==> config.mk <==
export PLATFORM = sky130hd
export DESIGN_NAME = csf_csr
export DESIGN_NICKNAME = d
export VERILOG_FILES = /design/src/sv/csf_pkg.sv /design/src/sv/csf_csr.sv
export SDC_FILE = /design/constraint.sdc
export NUM_CORES = 1
export LEC_CHECK = 0
export ABC_CLOCK_PERIOD_IN_PS = 800
export BUFFER_PORTS_ARGS = -buffer_cell sky130_fd_sc_hd__buf_4
export CORE_MARGIN = 3
export CORE_UTILIZATION = 25
export DETAILED_ROUTE_END_ITERATION = 10
export PLACE_DENSITY = 0.75
export SETUP_SLACK_MARGIN = 0.2
export SYNTH_ARGS = -nofsm -noshare
export SYNTH_HDL_FRONTEND = slang
export SYNTH_SLANG_ARGS = --single-unit
export TNS_END_PERCENT = 5
==> constraint.sdc <==
create_clock -name clock -period 0.8 [get_ports clock]
set_input_delay 0.12 -clock clock [delete_from_list [all_inputs] [get_ports clock]]
set_output_delay 0.12 -clock clock [all_outputs]
set_load 0.05 [all_outputs]
==> src/sv/csf_pkg.sv <==
// shared types, constants and the arctangent table for the cordic sine/cosine block
`timescale 1ns / 1ps

package csf_pkg;

   localparam int WORK_FRAC  = 30;
   localparam int ANGLE_FRAC = 12;
   localparam int ANGLE_SHIFT = WORK_FRAC - ANGLE_FRAC;

   // rotation vector width: magnitude stays near 2^30, headroom for one add
   localparam int VEC_WIDTH = 34;
   // minimum angle accumulator width that holds the fold constants
   localparam int PHI_MIN_WIDTH = 36;

   localparam int CSR_DATA_WIDTH = 32;
   localparam int CSR_ADDR_WIDTH = 3;
   localparam logic CSR_IDX_ITERATIONS = 1'b0;

   localparam int ITER_WIDTH = 5;
   localparam logic [ITER_WIDTH-1:0] ITER_RESET = 5'd16;

   localparam logic signed [PHI_MIN_WIDTH-1:0] PI_Q            = 36'sd3373259426;
   localparam logic signed [PHI_MIN_WIDTH-1:0] HALF_PI_Q       = 36'sd1686629713;
   localparam logic signed [PHI_MIN_WIDTH-1:0] THREE_HALF_PI_Q = 36'sd5059889139;
   localparam logic signed [PHI_MIN_WIDTH-1:0] TWO_PI_Q        = 36'sd6746518852;

   localparam logic signed [VEC_WIDTH-1:0] GAIN_START = 34'sd652032874;

   typedef struct packed {
      logic neg;
      logic in_range;
   } ctl_type;

   function automatic logic [31:0] atan_q30(input logic [4:0] n);
      logic [31:0] v;
      case (n)
         5'd0:  v = 32'd843314856;
         5'd1:  v = 32'd497837829;
         5'd2:  v = 32'd263043836;
         5'd3:  v = 32'd133525158;
         5'd4:  v = 32'd67021686;
         5'd5:  v = 32'd33543515;
         5'd6:  v = 32'd16775850;
         5'd7:  v = 32'd8388437;
         5'd8:  v = 32'd4194282;
         5'd9:  v = 32'd2097149;
         5'd10: v = 32'd1048575;
         5'd11: v = 32'd524287;
         5'd12: v = 32'd262143;
         5'd13: v = 32'd131071;
         5'd14: v = 32'd65535;
         5'd15: v = 32'd32767;
         5'd16: v = 32'd16383;
         5'd17: v = 32'd8191;
         5'd18: v = 32'd4095;
         5'd19: v = 32'd2047;
         5'd20: v = 32'd1023;
         5'd21: v = 32'd511;
         5'd22: v = 32'd255;
         5'd23: v = 32'd127;
         5'd24: v = 32'd63;
         5'd25: v = 32'd31;
         5'd26: v = 32'd15;
         5'd27: v = 32'd7;
         5'd28: v = 32'd3;
         5'd29: v = 32'd1;
         default: v = 32'd0;
      endcase
      return v;
   endfunction

endpackage

==> src/sv/csf_csr.sv <==
// configuration register file with apb-style access
`timescale 1ns / 1ps

module csf_csr
   import csf_pkg::*;
(
   input  logic                      clock,
   input  logic                      reset,
   input  logic                      csr_psel,
   input  logic                      csr_penable,
   input  logic                      csr_pwrite,
   input  logic [CSR_ADDR_WIDTH-1:0] csr_paddr,
   input  logic [CSR_DATA_WIDTH-1:0] csr_pwdata,
   output logic [CSR_DATA_WIDTH-1:0] csr_prdata,
   output logic                      csr_pready,
   output logic [ITER_WIDTH-1:0]     iterations
);

   logic [ITER_WIDTH-1:0] iter_ff;
   logic [ITER_WIDTH-1:0] iter_in;
   logic                  wr_en;

   assign csr_pready = 1'b1;
   assign wr_en = csr_psel && csr_penable && csr_pwrite &&
                  (csr_paddr[CSR_ADDR_WIDTH-1] == CSR_IDX_ITERATIONS);

   always_comb begin
      iter_in = iter_ff;
      if (wr_en) begin
         iter_in = csr_pwdata[ITER_WIDTH-1:0];
      end
   end

   always_ff @(posedge clock) begin
      if (reset) begin
         iter_ff <= ITER_RESET;
      end else begin
         iter_ff <= iter_in;
      end
   end

   always_comb begin
      csr_prdata = '0;
      if (csr_paddr[CSR_ADDR_WIDTH-1] == CSR_IDX_ITERATIONS) begin
         csr_prdata = {{(CSR_DATA_WIDTH-ITER_WIDTH){1'b0}}, iter_ff};
      end
   end

   assign iterations = iter_ff;

endmodule

### After elaboration in Yosys (flattened, before gate mapping)

Index checks and enable logic that the tools add are counted.

| storage, ports and cells | value |
|---|---|
| input port bits | 40 |
| register bits after elaboration | 5 |
| output and inout bits | 38 |
| word-level logic and storage cells | 6 |

| cells by class | value |
|---|---|
| mux-type cells | 1 |
| bitwise gates (word level) | 1 |
| reductions and logical operators | 3 |

Operators with widths:

| operator | count |
|---|---|
| two-way mux 5 bit | 1 |
| logical AND 1 bit | 3 |
| NOT 1 bit | 1 |

### Logic depth before layout (Yosys ltp)

Gate-level depths: netlist of the first run.

| logic depth | value |
|---|---|
| depth after elaboration | 3 |
| gate-level depth with buffers | 3 |
| mapped depth without buffers | 2 |

### Least setup slack after synthesis of the first run

Ideal clock, no wire load.

| path | value |
|---|---|
| path type | register to output |
| from | register iter_ff[0] (netlist: iterations[0]) |
| to | output csr_prdata[0] |
| path buffers | 0 |
| stages on the path, launching flop included | 2 |
| slack | -0.330 ns |
| data arrival time | 1.010 ns |
| required time | 0.680 ns |
| cell sequence | dfxtp_1 -> and2b_2 |

| between the ends | value |
|---|---|
| longest elaborated chain between the ends | 1 |

Ends and longest elaborated chain:

| item | line | source |
|---|---|---|
| start: declaration | csf_csr.sv:19 | `logic [ITER_WIDTH-1:0] iter_ff;` |
| start signal: assignment | csf_csr.sv:38 | `iter_ff <= iter_in;` |
| two-way mux 5 bit | csf_csr.sv:44 | `if (csr_paddr[CSR_ADDR_WIDTH-1] == CSR_IDX_ITERATIONS) begin` |
| end: declaration | csf_csr.sv:14 | `output logic [CSR_DATA_WIDTH-1:0] csr_prdata,` |

No other way between the ends.

### Final worst setup path of the first run

| path | value |
|---|---|
| from | register iter_ff[3] (netlist: iterations[3]) |
| to | output csr_prdata[3] |

The elaborated chain is that of the path after synthesis.

==> results of run 1 <==
## where the power goes
group          switching (mW)  total, mW  internal [mW]  leakage (nW)
Sequential            0.00428      0.247          0.242        0.0436
Clock                   0.104      0.284          0.181        0.0177
Combinational           0.355      0.439         0.0842         0.271
Total                   0.463      0.970          0.507         0.333
## metal layers
metal  track usage  vias up  wire, um
li1              -      168         -
met1        0.0644      146       300
met2         0.113       28       402
met3        0.0267        0       123
met4        0.0269        0         0
met5             0        -         0
## final timing paths
path | start | to | slack, ps | cells after the start
worst max-delay path | iterations[3] | csr_prdata[3] | -200 | 2
worst min-delay path | csr_pwdata[4] | iterations[4] | 130 | 3
worst max register to register | iterations[3] | iterations[3] | 200 | 2
worst min register to register | iterations[0] | iterations[0] | 500 | 2
## worst register-to-register path, delay by kind of cell, from the launching register on
kind | cells | cell delay, ps
DFF | 1 | 340
muxes | 1 | 120
and+or+nand+nor | 1 | 60
## logic make-up after synthesis
kind of cell           Yosys count  share of synthesized area
other                            2                     0.0152
muxes                            5                      0.101
buffers and inverters           30                      0.456
DFF                              5                      0.203
and+or+nand+nor                 16                      0.225
## cell type report
cell class | count | area [um2]
multi-input combinational | 49 | 273
fill | 196 | 1140
clock inverter | 1 | 5.00
sequential | 5 | 119
clock buffer | 3 | 22.5
tap | 25 | 31.3
timing repair buffer | 23 | 206
## cell usage in the layout, fill, tap and decap left out
cell	netlist	final
sky130_fd_sc_hd__conb_1	2	28
sky130_fd_sc_hd__and2b_4	0	5
sky130_fd_sc_hd__and4b_1	1	1
sky130_fd_sc_hd__nor2_1	2	2
sky130_fd_sc_hd__clkbuf_4	0	3
sky130_fd_sc_hd__nand2b_1	8	8
sky130_fd_sc_hd__buf_6	1	7
sky130_fd_sc_hd__clkinv_2	0	1
sky130_fd_sc_hd__buf_4	28	15
sky130_fd_sc_hd__dfxtp_4	0	5
sky130_fd_sc_hd__mux2i_1	5	5
sky130_fd_sc_hd__buf_8	0	1
## timing repair
| item | in CTS | in global routing |
|---|---|---|
| setup endpoints to repair | 15 | 15 |
| gates resized for setup | 8 | 1 |
| pin swaps | 1 | 0 |
| setup buffers | 0 | 0 |
==> impl_table.tex, run 1 <==
\begin{tabular}{lr}
\hline
Metric & Value \\
\hline
\multicolumn{2}{l}{\textbf{Outcome}} \\
\quad Result of the run & finished with violations \\
\quad Failing checks & setup timing \\
\multicolumn{2}{l}{\textbf{Clocking}} \\
\quad Cell at the root of the clock tree & sky130\_fd\_sc\_hd\_\_clkbuf\_4 \\
\quad Insertion delay of the later-clocked pin in the worst-skew pair & 240 ps \\
\quad Clock tree from TritonCTS & yes \\
\quad Post-cts hold buffer count & 0 \\
\quad Clock Pin Slew Worst Setup and Hold Paths & 50 ps \\
\quad Maximum count of clock buffers along a single path & 2 \\
\quad TritonCTS Sinks & 5 \\
\quad Number of CTS-inserted buffers & 3 \\
\quad Number of H-tree levels & 1 \\
\multicolumn{2}{l}{\textbf{Power}} \\
\quad Static power due to leakage & 0.333 nW \\
\quad Final Total Pwr & 970 uW \\
\quad Total power per unit cell area & 1480 mW/mm2 \\
\quad Maximum vdd ir drop & 0.000577 V \\
\multicolumn{2}{l}{\textbf{Yosys}} \\
\quad Number of enable flip-flop cells after synthesis & 0 \\
\quad Synthesized area per cell & 8.52 um2 \\
\quad Cells after synthesis & 58 \\
\quad Ranking of synthesized cells by area & sky130\_fd\_sc\_hd\_\_buf\_4, sky130\_fd\_sc\_hd\_\_dfxtp\_1, sky130\_fd\_sc\_hd\_\_mux2i\_1 \\
\quad Cell type contributing the most total cell area after synthesis & sky130\_fd\_sc\_hd\_\_buf\_4 \\
\quad Share of the synthesized area in the top cell type & 0.425 \\
\quad Share of async-settable or async-resettable flops after synthesis & 0 \\
\quad Most common library cells after synthesis & sky130\_fd\_sc\_hd\_\_buf\_4, sky130\_fd\_sc\_hd\_\_nand2b\_1, sky130\_fd\_sc\_hd\_\_and2b\_2, sky130\_fd\_sc\_hd\_\_dfxtp\_1, sky130\_fd\_sc\_hd\_\_mux2i\_1 \\
\quad Predominant post-synthesis flop cell & sky130\_fd\_sc\_hd\_\_dfxtp\_1 \\
\quad Seq cells post-synth & 5 \\
\quad Number of library cell types mapped by synthesis & 10 \\
\quad Cell area after synthesis & 494 um2 \\
\quad Count of yosys warnings during synthesis & 0 \\
\quad Register area share after synthesis & 0.203 \\
\quad Library cell with the highest instance count after synthesis & sky130\_fd\_sc\_hd\_\_buf\_4 \\
\multicolumn{2}{l}{\textbf{Drt}} \\
\quad Via count & 342 \\
\quad Drt drc & 0 \\
\quad Total wire length after detailed routing & 826 um \\
\quad Drt initial violations & 1 \\
\quad Average detailed-routed wire length per instance & 7.79 um \\
\quad DRT Pass-1 Iters & 2 \\
\quad Number of nets with antenna violations after routing & 0 \\
\quad Ratio of routed vias to standard cells & 3.23 \\
\multicolumn{2}{l}{\textbf{Timing}} \\
\quad Unrepaired setup endpoints after global routing & yes \\
\quad Skew final & 0 ps \\
\quad Share of the cycle needed by the critical path after routing & 1.25 \\
\quad Final setup vio count & 10 \\
\quad Fmax & 1000 MHz \\
\quad PnR worst setup slack & -200 ps \\
\quad Hold\_ws & 133 ps \\
\quad Total count of max-transition violations in the final report & 0 \\
\quad Final number of hold-violating endpoints & 0 \\
\quad Summed negative setup slack over all endpoints & -1420 ps \\
\quad Crit path time final & 1000 ps \\
\multicolumn{2}{l}{\textbf{Critical path}} \\
\quad Setup crit start kind & register \\
\quad Worst Path Buf+Inv & 1 \\
\quad Crit path arrival time & 880 ps \\
\quad Cell at the slowest stage of the critical path & sky130\_fd\_sc\_hd\_\_dfxtp\_4 \\
\quad Critical path's top delay family & flip-flops \\
\quad Maximum single-stage delay on the critical path & 340 ps \\
\quad List of cells traversed by the critical path & and2b\_4, buf\_6 \\
\quad Endpoint required time on the critical path & 680 ps \\
\quad Critical Path Sink Type & output port \\
\quad Max Fanout on Critical Path & 3 \\
\quad Type of the worst setup path & reg2out \\
\multicolumn{2}{l}{\textbf{Placed design}} \\
\quad Final HPWL from detailed placement & 733 um \\
\quad Placed cell count & 102 \\
\quad DP Area & 596 um2 \\
\quad Global placement routability congestion & 0.590 \\
\quad Input/output buffers & 20 \\
\quad Worst slack after detailed placement & -110 ps \\
\multicolumn{2}{l}{\textbf{Floorplanning}} \\
\quad Ports & 78 \\
\quad Core outline area & 0.00180 mm2 \\
\quad Die Footprint & 0.00255 mm2 \\
\quad Horizontal extent of the die & 50.5 um \\
\quad Die Y-Extent & 50.5 um \\
\quad Number of cell rows & 15 \\
\quad Initial Util & 0.274 \\
\multicolumn{2}{l}{\textbf{Layout}} \\
\quad Final Non-Filler Cells & 106 \\
\quad Share of the core filled with cells & 0.365 \\
\quad Layout overhead on the synthesized area & 32.9\% \\
\quad Layout cell share with drive strength beyond 1 & 0.457 \\
\quad Final Net Count & 122 \\
\quad Antenna diode count & 0 \\
\quad Design Area, Final & 657 um2 \\
\quad Number of flip-flops under the largest register name & 5 \\
\multicolumn{2}{l}{\textbf{Global route}} \\
\quad Global-route wire length before repair & 1240 um \\
\quad Final global-route overflow total & 0 \\
\quad Vias in the first global route & 307 \\
\quad Global-route usage over all layers & 0.0635 \\
\quad Largest net degree at the start of global routing & 11 \\
\quad Initial antenna violation count & 0 \\
\multicolumn{2}{l}{\textbf{Job}} \\
\quad Number of violations of the max-capacitance limit & 0 \\
\multicolumn{2}{l}{\textbf{Min path}} \\
\quad Hold WC Path Type & in2reg \\
\hline
\end{tabular}
Note: power is estimated with default switching activity, not from simulation.
==> run 2, diff against run 1 <==
--- a/config.mk
+++ b/config.mk
@@ -5,6 +5,7 @@
 export SDC_FILE = /design/constraint.sdc
 export NUM_CORES = 1
 export LEC_CHECK = 0
+export ABC_AREA = 1
 export ABC_CLOCK_PERIOD_IN_PS = 800
 export BUFFER_PORTS_ARGS = -buffer_cell sky130_fd_sc_hd__buf_4
 export CORE_MARGIN = 3
==> run 2 against run 1 <==
  * The flow still finishes with violations (setup timing)
  * Critical endpoint is now csr_prdata[1]
  * Largest cell class unchanged
  * Largest power group unchanged
  * Register-to-register slack lost 30 ps
  * Die area down 0.44%
  * Global-route usage increased by 0.50 points
==> impl_table.tex, run 2 <==
\begin{tabular}{lr}
\hline
Metric & Value \\
\hline
\multicolumn{2}{l}{\textbf{Clocking}} \\
\quad Number of setup buffers added after CTS & 0 (unchanged) \\
\quad Number of CTS-inserted buffers & 3 (unchanged) \\
\quad Cell at the root of the clock tree & sky130\_fd\_sc\_hd\_\_clkbuf\_4 (unchanged) \\
\quad Number of H-tree levels & 1 (unchanged) \\
\quad Insertion delay of the later-clocked pin in the worst-skew pair & 240 ps (about the same) \\
\quad Clock tree from TritonCTS & yes (unchanged) \\
\quad Maximum count of clock buffers along a single path & 2 (unchanged) \\
\quad Clock Pin Slew Worst Setup and Hold Paths & 40 ps (was 50 ps) \\
\quad TritonCTS Sinks & 5 (unchanged) \\
\quad Post-cts hold buffer count & 0 (unchanged) \\
\multicolumn{2}{l}{\textbf{Critical path}} \\
\quad Number of cells on the worst reg-to-reg path & 2 (unchanged) \\
\quad Endpoint required time on the critical path & 680 ps (about the same) \\
\quad Launching point of the worst reg2reg path & iterations[4] (was iterations[3]) \\
\quad Setup crit start kind & register (unchanged) \\
\quad Crit path arrival time & 860 ps (was 880 ps) \\
\quad Critical Path Sink Type & output port (unchanged) \\
\quad Type of the worst setup path & reg2out (unchanged) \\
\quad R2r setup slk & 170 ps (was 200 ps) \\
\quad Max Fanout on Critical Path & 3 (unchanged) \\
\quad Destination of the worst register-to-register timing path & iterations[4] (was iterations[3]) \\
\multicolumn{2}{l}{\textbf{Timing}} \\
\quad Share of the cycle needed by the critical path after routing & 1.22 (was 1.25) \\
\quad Final number of hold-violating endpoints & 0 (unchanged) \\
\quad Unrepaired setup endpoints after global routing & yes (unchanged) \\
\quad Final setup vio count & 10 (unchanged) \\
\quad Skew final & 0 ps (unchanged) \\
\quad Crit path time final & 978 ps (was 1000 ps) \\
\quad Total count of max-transition violations in the final report & 0 (unchanged) \\
\quad PnR worst setup slack & -178 ps (was -200 ps) \\
\quad Fmax & 1020 MHz (was 1000 MHz) \\
\quad Hold\_ws & 95.6 ps (was 133 ps) \\
\multicolumn{2}{l}{\textbf{Layout}} \\
\quad Commonest cells after routing, fill and taps aside & sky130\_fd\_sc\_hd\_\_conb\_1, sky130\_fd\_sc\_hd\_\_buf\_4, sky130\_fd\_sc\_hd\_\_nor2\_1, sky130\_fd\_sc\_hd\_\_buf\_6, sky130\_fd\_sc\_hd\_\_inv\_1 (was sky130\_fd\_sc\_hd\_\_conb\_1, sky130\_fd\_sc\_hd\_\_buf\_4, sky130\_fd\_sc\_hd\_\_nand2b\_1) \\
\quad Share of the core filled with cells & 0.378 (was 0.365) \\
\quad Antenna diode count & 0 (unchanged) \\
\quad Commonest non-fill, non-tap cell in the layout & sky130\_fd\_sc\_hd\_\_conb\_1 (unchanged) \\
\quad Layout cell share with drive strength beyond 1 & 0.429 (was 0.457) \\
\quad Final Net Count & 139 (was 122) \\
\quad Number of flip-flops under the largest register name & 5 (unchanged) \\
\quad Layout overhead on the synthesized area & 36.9\% (was 32.9\%) \\
\quad Final Non-Filler Cells & 123 (was 106) \\
\multicolumn{2}{l}{\textbf{Placed design}} \\
\quad Global placement routability congestion & 0.744 (was 0.590) \\
\quad Placed cell count & 119 (was 102) \\
\quad Input/output buffers & 20 (unchanged) \\
\quad Final HPWL from detailed placement & 840 um (was 733 um) \\
\multicolumn{2}{l}{\textbf{Yosys}} \\
\quad Register area share after synthesis & 0.204 (was 0.203) \\
\quad Predominant post-synthesis flop cell & sky130\_fd\_sc\_hd\_\_dfxtp\_1 (unchanged) \\
\quad Library cell with the highest instance count after synthesis & sky130\_fd\_sc\_hd\_\_buf\_4 (unchanged) \\
\quad Post-synthesis adder-cell area fraction & 0 (unchanged) \\
\quad Number of library cell types mapped by synthesis & 12 (was 10) \\
\quad Compound-gate portion of the synthesized area & 0.0102 (was 0) \\
\quad Share of async-settable or async-resettable flops after synthesis & 0 (unchanged) \\
\quad Main combinational cell family by area after synthesis & buffers and inverters (unchanged) \\
\quad Number of enable flip-flop cells after synthesis & 0 (unchanged) \\
\quad Count of yosys warnings during synthesis & 0 (unchanged) \\
\quad Cell area after synthesis & 492 um2 (was 494 um2) \\
\quad Cells after synthesis & 76 (was 58) \\
\quad Synthesized area per cell & 6.47 um2 (was 8.52 um2) \\
\quad Cell type contributing the most total cell area after synthesis & sky130\_fd\_sc\_hd\_\_buf\_4 (unchanged) \\
\quad Seq cells post-synth & 5 (unchanged) \\
\quad Share of the synthesized area in the top cell type & 0.427 (was 0.425) \\
\quad Multiplexer share of the synthesized area & 0 (was 0.101) \\
\quad Most common library cells after synthesis & sky130\_fd\_sc\_hd\_\_buf\_4, sky130\_fd\_sc\_hd\_\_nor2\_1, sky130\_fd\_sc\_hd\_\_inv\_1, sky130\_fd\_sc\_hd\_\_nand2\_1 (was sky130\_fd\_sc\_hd\_\_buf\_4, sky130\_fd\_sc\_hd\_\_nand2b\_1, sky130\_fd\_sc\_hd\_\_and2b\_2, sky130\_fd\_sc\_hd\_\_dfxtp\_1, sky130\_fd\_sc\_hd\_\_mux2i\_1) \\
\quad Ranking of synthesized cells by area & sky130\_fd\_sc\_hd\_\_buf\_4, sky130\_fd\_sc\_hd\_\_dfxtp\_1, sky130\_fd\_sc\_hd\_\_nor2\_1 (was sky130\_fd\_sc\_hd\_\_buf\_4, sky130\_fd\_sc\_hd\_\_dfxtp\_1, sky130\_fd\_sc\_hd\_\_mux2i\_1) \\
\quad Parity-gate share of the synthesized area counting xor and xnor cells & 0 (unchanged) \\
\quad Post-synthesis simple-gate area fraction & 0.244 (was 0.225) \\
\multicolumn{2}{l}{\textbf{Floorplanning}} \\
\quad Die Y-Extent & 50.4 um (was 50.5 um) \\
\quad Ports & 78 (unchanged) \\
\quad Core outline area & 0.00178 mm2 (was 0.00180 mm2) \\
\quad Number of cell rows & 15 (unchanged) \\
\quad Horizontal extent of the die & 50.4 um (was 50.5 um) \\
\quad Initial Util & 0.276 (was 0.274) \\
\quad Die Footprint & 0.00254 mm2 (was 0.00255 mm2) \\
\multicolumn{2}{l}{\textbf{Drt}} \\
\quad Average detailed-routed wire length per instance & 7.38 um (was 7.79 um) \\
\quad Total wire length after detailed routing & 908 um (was 826 um) \\
\quad Drt drc & 0 (unchanged) \\
\quad Via count & 403 (was 342) \\
\quad Ratio of routed vias to standard cells & 3.28 (was 3.23) \\
\quad DRT Pass-1 Iters & 1 (was 2) \\
\quad Drt initial violations & 0 (was 1) \\
\quad Number of nets with antenna violations after routing & 0 (unchanged) \\
\multicolumn{2}{l}{\textbf{Min path}} \\
\quad Number of stages on the worst hold path & 3 (unchanged) \\
\quad Hold WC Path Type & in2reg (unchanged) \\
\quad Endpoint, Worst Hold & iterations[4] (unchanged) \\
\quad Start point of the worst hold path & csr\_pwdata[4] (unchanged) \\
\multicolumn{2}{l}{\textbf{Global route}} \\
\quad Initial antenna violation count & 0 (unchanged) \\
\quad Largest net degree at the start of global routing & 8 (was 11) \\
\quad Global-route usage over all layers & 0.0685 (was 0.0635) \\
\quad Final global-route overflow total & 0 (unchanged) \\
\quad Global-route wire length before repair & 1280 um (was 1240 um) \\
\quad Vias in the first global route & 328 (was 307) \\
\multicolumn{2}{l}{\textbf{Power}} \\
\quad Final Total Pwr & 1.04 mW (was 970 uW) \\
\quad Static power due to leakage & 0.363 nW (was 0.333 nW) \\
\quad Total power per unit cell area & 1540 mW/mm2 (was 1480 mW/mm2) \\
\quad Maximum vdd ir drop & 0.000576 V (was 0.000577 V) \\
\multicolumn{2}{l}{\textbf{Outcome}} \\
\quad Failing checks & setup timing (unchanged) \\
\quad Result of the run & finished with violations (unchanged) \\
\multicolumn{2}{l}{\textbf{Job}} \\
\quad Number of violations of the max-capacitance limit & 0 (unchanged) \\
\hline
\end{tabular}
==> run 2: changes by cell type after synthesis, moves of 5 or more <==
cell / previous run / this run
sky130_fd_sc_hd__and2b_2: 5 / 0
sky130_fd_sc_hd__inv_1: 0 / 12
sky130_fd_sc_hd__mux2i_1: 5 / 0
sky130_fd_sc_hd__nand2_1: 0 / 6
sky130_fd_sc_hd__nand2b_1: 8 / 0
sky130_fd_sc_hd__nand3_1: 0 / 5
sky130_fd_sc_hd__nor2_1: 2 / 13
==> run 2: cells by family after synthesis <==
family	Yosys count
other	2
flip-flops	5
AND/OR/NAND/NOR	27
AO/OA/AOI/OAI	1
buffers and inverters	41
==> run 2: layout make-up <==
cell class                 count  area [um2]
clock buffer                   4        26.3
fill                         203        1110
inverter                      13        48.8
multi-input combinational     56         268
sequential                     5         119
tap                           25        31.3
timing repair buffer          20         180
==> run 2: what timing repair did <==
item	CTS	global route
setup endpoints to repair	13	15
gates resized for setup	6	2
pin swaps	6	1
==> run 2: how the worst max path moves through the flow <==
stage,cells past startpoint,slack [ps],end,startpoint
global route,3,-220,csr_prdata[0],iterations[0]
CTS,3,-180,csr_prdata[1],iterations[1]
detailed placement,5,-2,iterations[0],csr_paddr[2]
global placement,5,20,iterations[1],csr_paddr[2]
floorplan,2,-90,csr_prdata[0],iterations[0]
finish,3,-180,csr_prdata[1],iterations[1]
==> run 2: routing by layer <==
| metal | global-route usage | vias to the layer above | part of all wire |
|---|---|---|---|
| met2 | 0.122 | 29 | 0.49 |
| met4 | 0.0404 | 0 | 0.015 |
| met1 | 0.0627 | 165 | 0.34 |
| met3 | 0.0326 | 2 | 0.15 |
| li1 | - | 207 | - |
| met5 | 0 | - | 0 |
==> run 2: metrics by stage <==
step	setup slack, ps	TNS, ps	area, um2
2_1_floorplan	-91.1	-454	646
3_3_place_gp	19.7	0	617
3_5_place_dp	-1.89	-1.89	617
4_1_cts	-185	-1420	666
5_1_grt	-218	-1600	673
6_report	-178	-1280	673
==> run 2: critical path: stages (launching register included) <==
cell and delay (ps):
sky130_fd_sc_hd__dfxtp_4 350, sky130_fd_sc_hd__inv_2 40, sky130_fd_sc_hd__nor2_4 70, sky130_fd_sc_hd__buf_6 160
==> run 2: where the power goes <==
group | internal, mW | switching [mW] | total, mW | leakage [nW]
sequential | 0.249 | 0.00871 | 0.257 | 0.0437
clock | 0.188 | 0.102 | 0.291 | 0.0150
combinational | 0.0817 | 0.408 | 0.489 | 0.304
total | 0.519 | 0.519 | 1.04 | 0.363
==> run 3, diff against run 2 <==
--- a/config.mk
+++ b/config.mk
@@ -12,6 +12,7 @@
 export CORE_UTILIZATION = 25
 export DETAILED_ROUTE_END_ITERATION = 10
 export PLACE_DENSITY = 0.75
+export RECOVER_POWER = 100
 export SETUP_SLACK_MARGIN = 0.2
 export SYNTH_ARGS = -nofsm -noshare
 export SYNTH_HDL_FRONTEND = slang
==> constraint.sdc (replaced) <==
create_clock -name clock -period 0.8 [get_ports clock]
set_input_delay 0 -clock clock [delete_from_list [all_inputs] [get_ports clock]]
set_output_delay 0 -clock clock [all_outputs]
set_load 0.05 [all_outputs]
==> run 3 against run 2 <==
  * First-iteration DRC count did not move
  * Global-route usage stayed put
  * Fmax grew 14%
  * Non-clock buffer count did not move
  * The flow finishes with violations (hold timing, setup timing)
  * Sequential share of layout area increased by 0.20 points
  * Utilization decreased by 0.42 points
  * Critical path depth unchanged
  * Power down 0.29%
  * Routed wire length is 0.88% lower
==> impl_table.tex, run 3 (synthesized netlist as in run 2, its figures left out) <==
\begin{tabular}{lr}
\hline
Metric & Value \\
\hline
\multicolumn{2}{l}{\textbf{Outcome}} \\
\quad Result of the run & finished with violations (unchanged) \\
\quad Failing checks & hold timing, setup timing (was setup timing) \\
\multicolumn{2}{l}{\textbf{Critical path}} \\
\quad Type of the worst setup path & reg2out (unchanged) \\
\quad Cell at the slowest stage of the critical path & sky130\_fd\_sc\_hd\_\_dfxtp\_4 (unchanged) \\
\quad Critical Path Sink Type & output port (unchanged) \\
\quad Setup crit start kind & register (unchanged) \\
\quad Max Fanout on Critical Path & 3 (unchanged) \\
\quad Crit path arrival time & 860 ps (about the same) \\
\quad Endpoint required time on the critical path & 800 ps (was 680 ps) \\
\quad List of cells traversed by the critical path & inv\_2, nor2\_4, buf\_6 (unchanged) \\
\quad Maximum single-stage delay on the critical path & 350 ps (about the same) \\
\multicolumn{2}{l}{\textbf{Clocking}} \\
\quad Number of CTS-inserted buffers & 3 (unchanged) \\
\quad Number of H-tree levels & 1 (unchanged) \\
\quad Insertion delay of the later-clocked pin in the worst-skew pair & 240 ps (about the same) \\
\quad Maximum count of clock buffers along a single path & 2 (unchanged) \\
\quad Clock tree from TritonCTS & yes (unchanged) \\
\quad TritonCTS Sinks & 5 (unchanged) \\
\quad Cell at the root of the clock tree & sky130\_fd\_sc\_hd\_\_clkbuf\_4 (unchanged) \\
\quad Clock Pin Slew Worst Setup and Hold Paths & 40 ps (about the same) \\
\multicolumn{2}{l}{\textbf{Layout}} \\
\quad Layout overhead on the synthesized area & 35.4\% (was 36.9\%) \\
\quad Share of the core filled with cells & 0.373 (was 0.378) \\
\quad Layout cell share with drive strength beyond 1 & 0.429 (unchanged) \\
\quad Design Area, Final & 666 um2 (was 673 um2) \\
\quad Number of flip-flops under the largest register name & 5 (unchanged) \\
\quad Antenna diode count & 0 (unchanged) \\
\quad Commonest cells after routing, fill and taps aside & sky130\_fd\_sc\_hd\_\_conb\_1, sky130\_fd\_sc\_hd\_\_buf\_4, sky130\_fd\_sc\_hd\_\_nor2\_1 (was sky130\_fd\_sc\_hd\_\_conb\_1, sky130\_fd\_sc\_hd\_\_buf\_4, sky130\_fd\_sc\_hd\_\_nor2\_1, sky130\_fd\_sc\_hd\_\_buf\_6, sky130\_fd\_sc\_hd\_\_inv\_1) \\
\quad Final Net Count & 139 (unchanged) \\
\quad Commonest non-fill, non-tap cell in the layout & sky130\_fd\_sc\_hd\_\_conb\_1 (unchanged) \\
\multicolumn{2}{l}{\textbf{Timing}} \\
\quad PnR worst setup slack & -61.0 ps (was -178 ps) \\
\quad Skew final & 0 ps (unchanged) \\
\quad Share of the cycle needed by the critical path after routing & 1.08 (was 1.22) \\
\quad Unrepaired setup endpoints after global routing & yes (unchanged) \\
\quad Hold\_ws & -24.5 ps (was 95.6 ps) \\
\quad Summed negative setup slack over all endpoints & -265 ps (was -1280 ps) \\
\quad Total count of max-transition violations in the final report & 0 (unchanged) \\
\quad Final number of hold-violating endpoints & 1 (was 0) \\
\quad Final setup vio count & 5 (was 10) \\
\quad Crit path time final & 861 ps (was 978 ps) \\
\quad Fmax & 1160 MHz (was 1020 MHz) \\
\multicolumn{2}{l}{\textbf{Drt}} \\
\quad Number of nets with antenna violations after routing & 0 (unchanged) \\
\quad Drt drc & 0 (unchanged) \\
\quad Total wire length after detailed routing & 900 um (was 908 um) \\
\quad Ratio of routed vias to standard cells & 3.24 (was 3.28) \\
\quad DRT Pass-1 Iters & 1 (unchanged) \\
\quad Drt initial violations & 0 (unchanged) \\
\quad Via count & 398 (was 403) \\
\quad Average detailed-routed wire length per instance & 7.32 um (was 7.38 um) \\
\multicolumn{2}{l}{\textbf{Global route}} \\
\quad Global-route wire length before repair & 1280 um (unchanged) \\
\quad Global-route usage over all layers & 0.0685 (unchanged) \\
\quad Largest net degree at the start of global routing & 8 (unchanged) \\
\quad Initial antenna violation count & 0 (unchanged) \\
\quad Vias in the first global route & 328 (unchanged) \\
\quad Final global-route overflow total & 0 (unchanged) \\
\multicolumn{2}{l}{\textbf{Floorplanning}} \\
\quad Horizontal extent of the die & 50.4 um (unchanged) \\
\quad Initial Util & 0.276 (unchanged) \\
\quad Die Y-Extent & 50.4 um (unchanged) \\
\quad Number of cell rows & 15 (unchanged) \\
\quad Ports & 78 (unchanged) \\
\quad Die Footprint & 0.00254 mm2 (unchanged) \\
\quad Core outline area & 0.00178 mm2 (unchanged) \\
\multicolumn{2}{l}{\textbf{Placed design}} \\
\quad Worst slack after detailed placement & 118 ps (was -1.89 ps) \\
\quad Global placement routability congestion & 0.744 (unchanged) \\
\quad Final HPWL from detailed placement & 840 um (unchanged) \\
\quad Input/output buffers & 20 (unchanged) \\
\quad DP Area & 617 um2 (unchanged) \\
\multicolumn{2}{l}{\textbf{Min path}} \\
\quad Hold WC Path Type & in2reg (unchanged) \\
\multicolumn{2}{l}{\textbf{Power}} \\
\quad Final Total Pwr & 1.03 mW (was 1.04 mW) \\
\quad Static power due to leakage & 0.360 nW (was 0.363 nW) \\
\quad Total power per unit cell area & 1550 mW/mm2 (was 1540 mW/mm2) \\
\quad Maximum vdd ir drop & 0.000543 V (was 0.000576 V) \\
\multicolumn{2}{l}{\textbf{Job}} \\
\quad Number of violations of the max-capacitance limit & 0 (unchanged) \\
\hline
\end{tabular}
-- run 3: changes by cell type in the layout (fill, tap and decap cells not counted) --
cell / before / now
sky130_fd_sc_hd__buf_4: 12 / 14
sky130_fd_sc_hd__buf_6: 8 / 6
-- run 3: worst paths after layout --
path,from,end,slack [ps],cells after the start
max,iterations[1],csr_prdata[1],-60,3
min,csr_pwdata[4],iterations[4],-20,3
min reg2reg,iterations[3],iterations[3],500,2
max reg2reg,iterations[4],iterations[4],180,2
-- run 3: routing by layer --
| metal | vias up | routed length [um] | global-route usage |
|---|---|---|---|
| met2 | 29 | 448 | 0.122 |
| li1 | 208 | - | - |
| met3 | 2 | 136 | 0.0326 |
| met1 | 159 | 301 | 0.0627 |
| met4 | 0 | 14 | 0.0404 |
| met5 | - | 0 | 0 |
-- run 3: worst max-delay path, delay by kind of cell (launching register included) --
family	cells	cell delay (ps)
AND/OR/NAND/NOR	1	70
buffers and inverters	2	200
flip-flops	1	350
-- run 3: final cells by class --
cell class / instances / area [um2]
fill: 205 / 1120
sequential: 5 / 119
multi-input combinational: 56 / 268
inverter: 13 / 48.8
tap: 25 / 31.3
clock buffer: 4 / 26.3
timing repair buffer: 20 / 173
-- run 3: power breakdown --
| part | switching, mW | internal, mW |
|---|---|---|
| clock network | 0.102 | 0.188 |
| logic | 0.408 | 0.0795 |
| registers | 0.00803 | 0.249 |
| total | 0.518 | 0.517 |
-- run 3: repair_timing --
action / in CTS / in global routing
setup buffers: 0 / 0
resized for setup: 5 / 1
endpoints found under the setup margin: 13 / 15
endpoints found under the hold margin: 1 / 1
pin swaps: 6 / 1
-- run 3: stage by stage --
step,hold slack (ps),cells
6_report,-24.5,123
2_1_floorplan,53.4,102
3_5_place_dp,226,119
4_1_cts,-39.3,123
3_3_place_gp,212,119
5_1_grt,-21.2,123
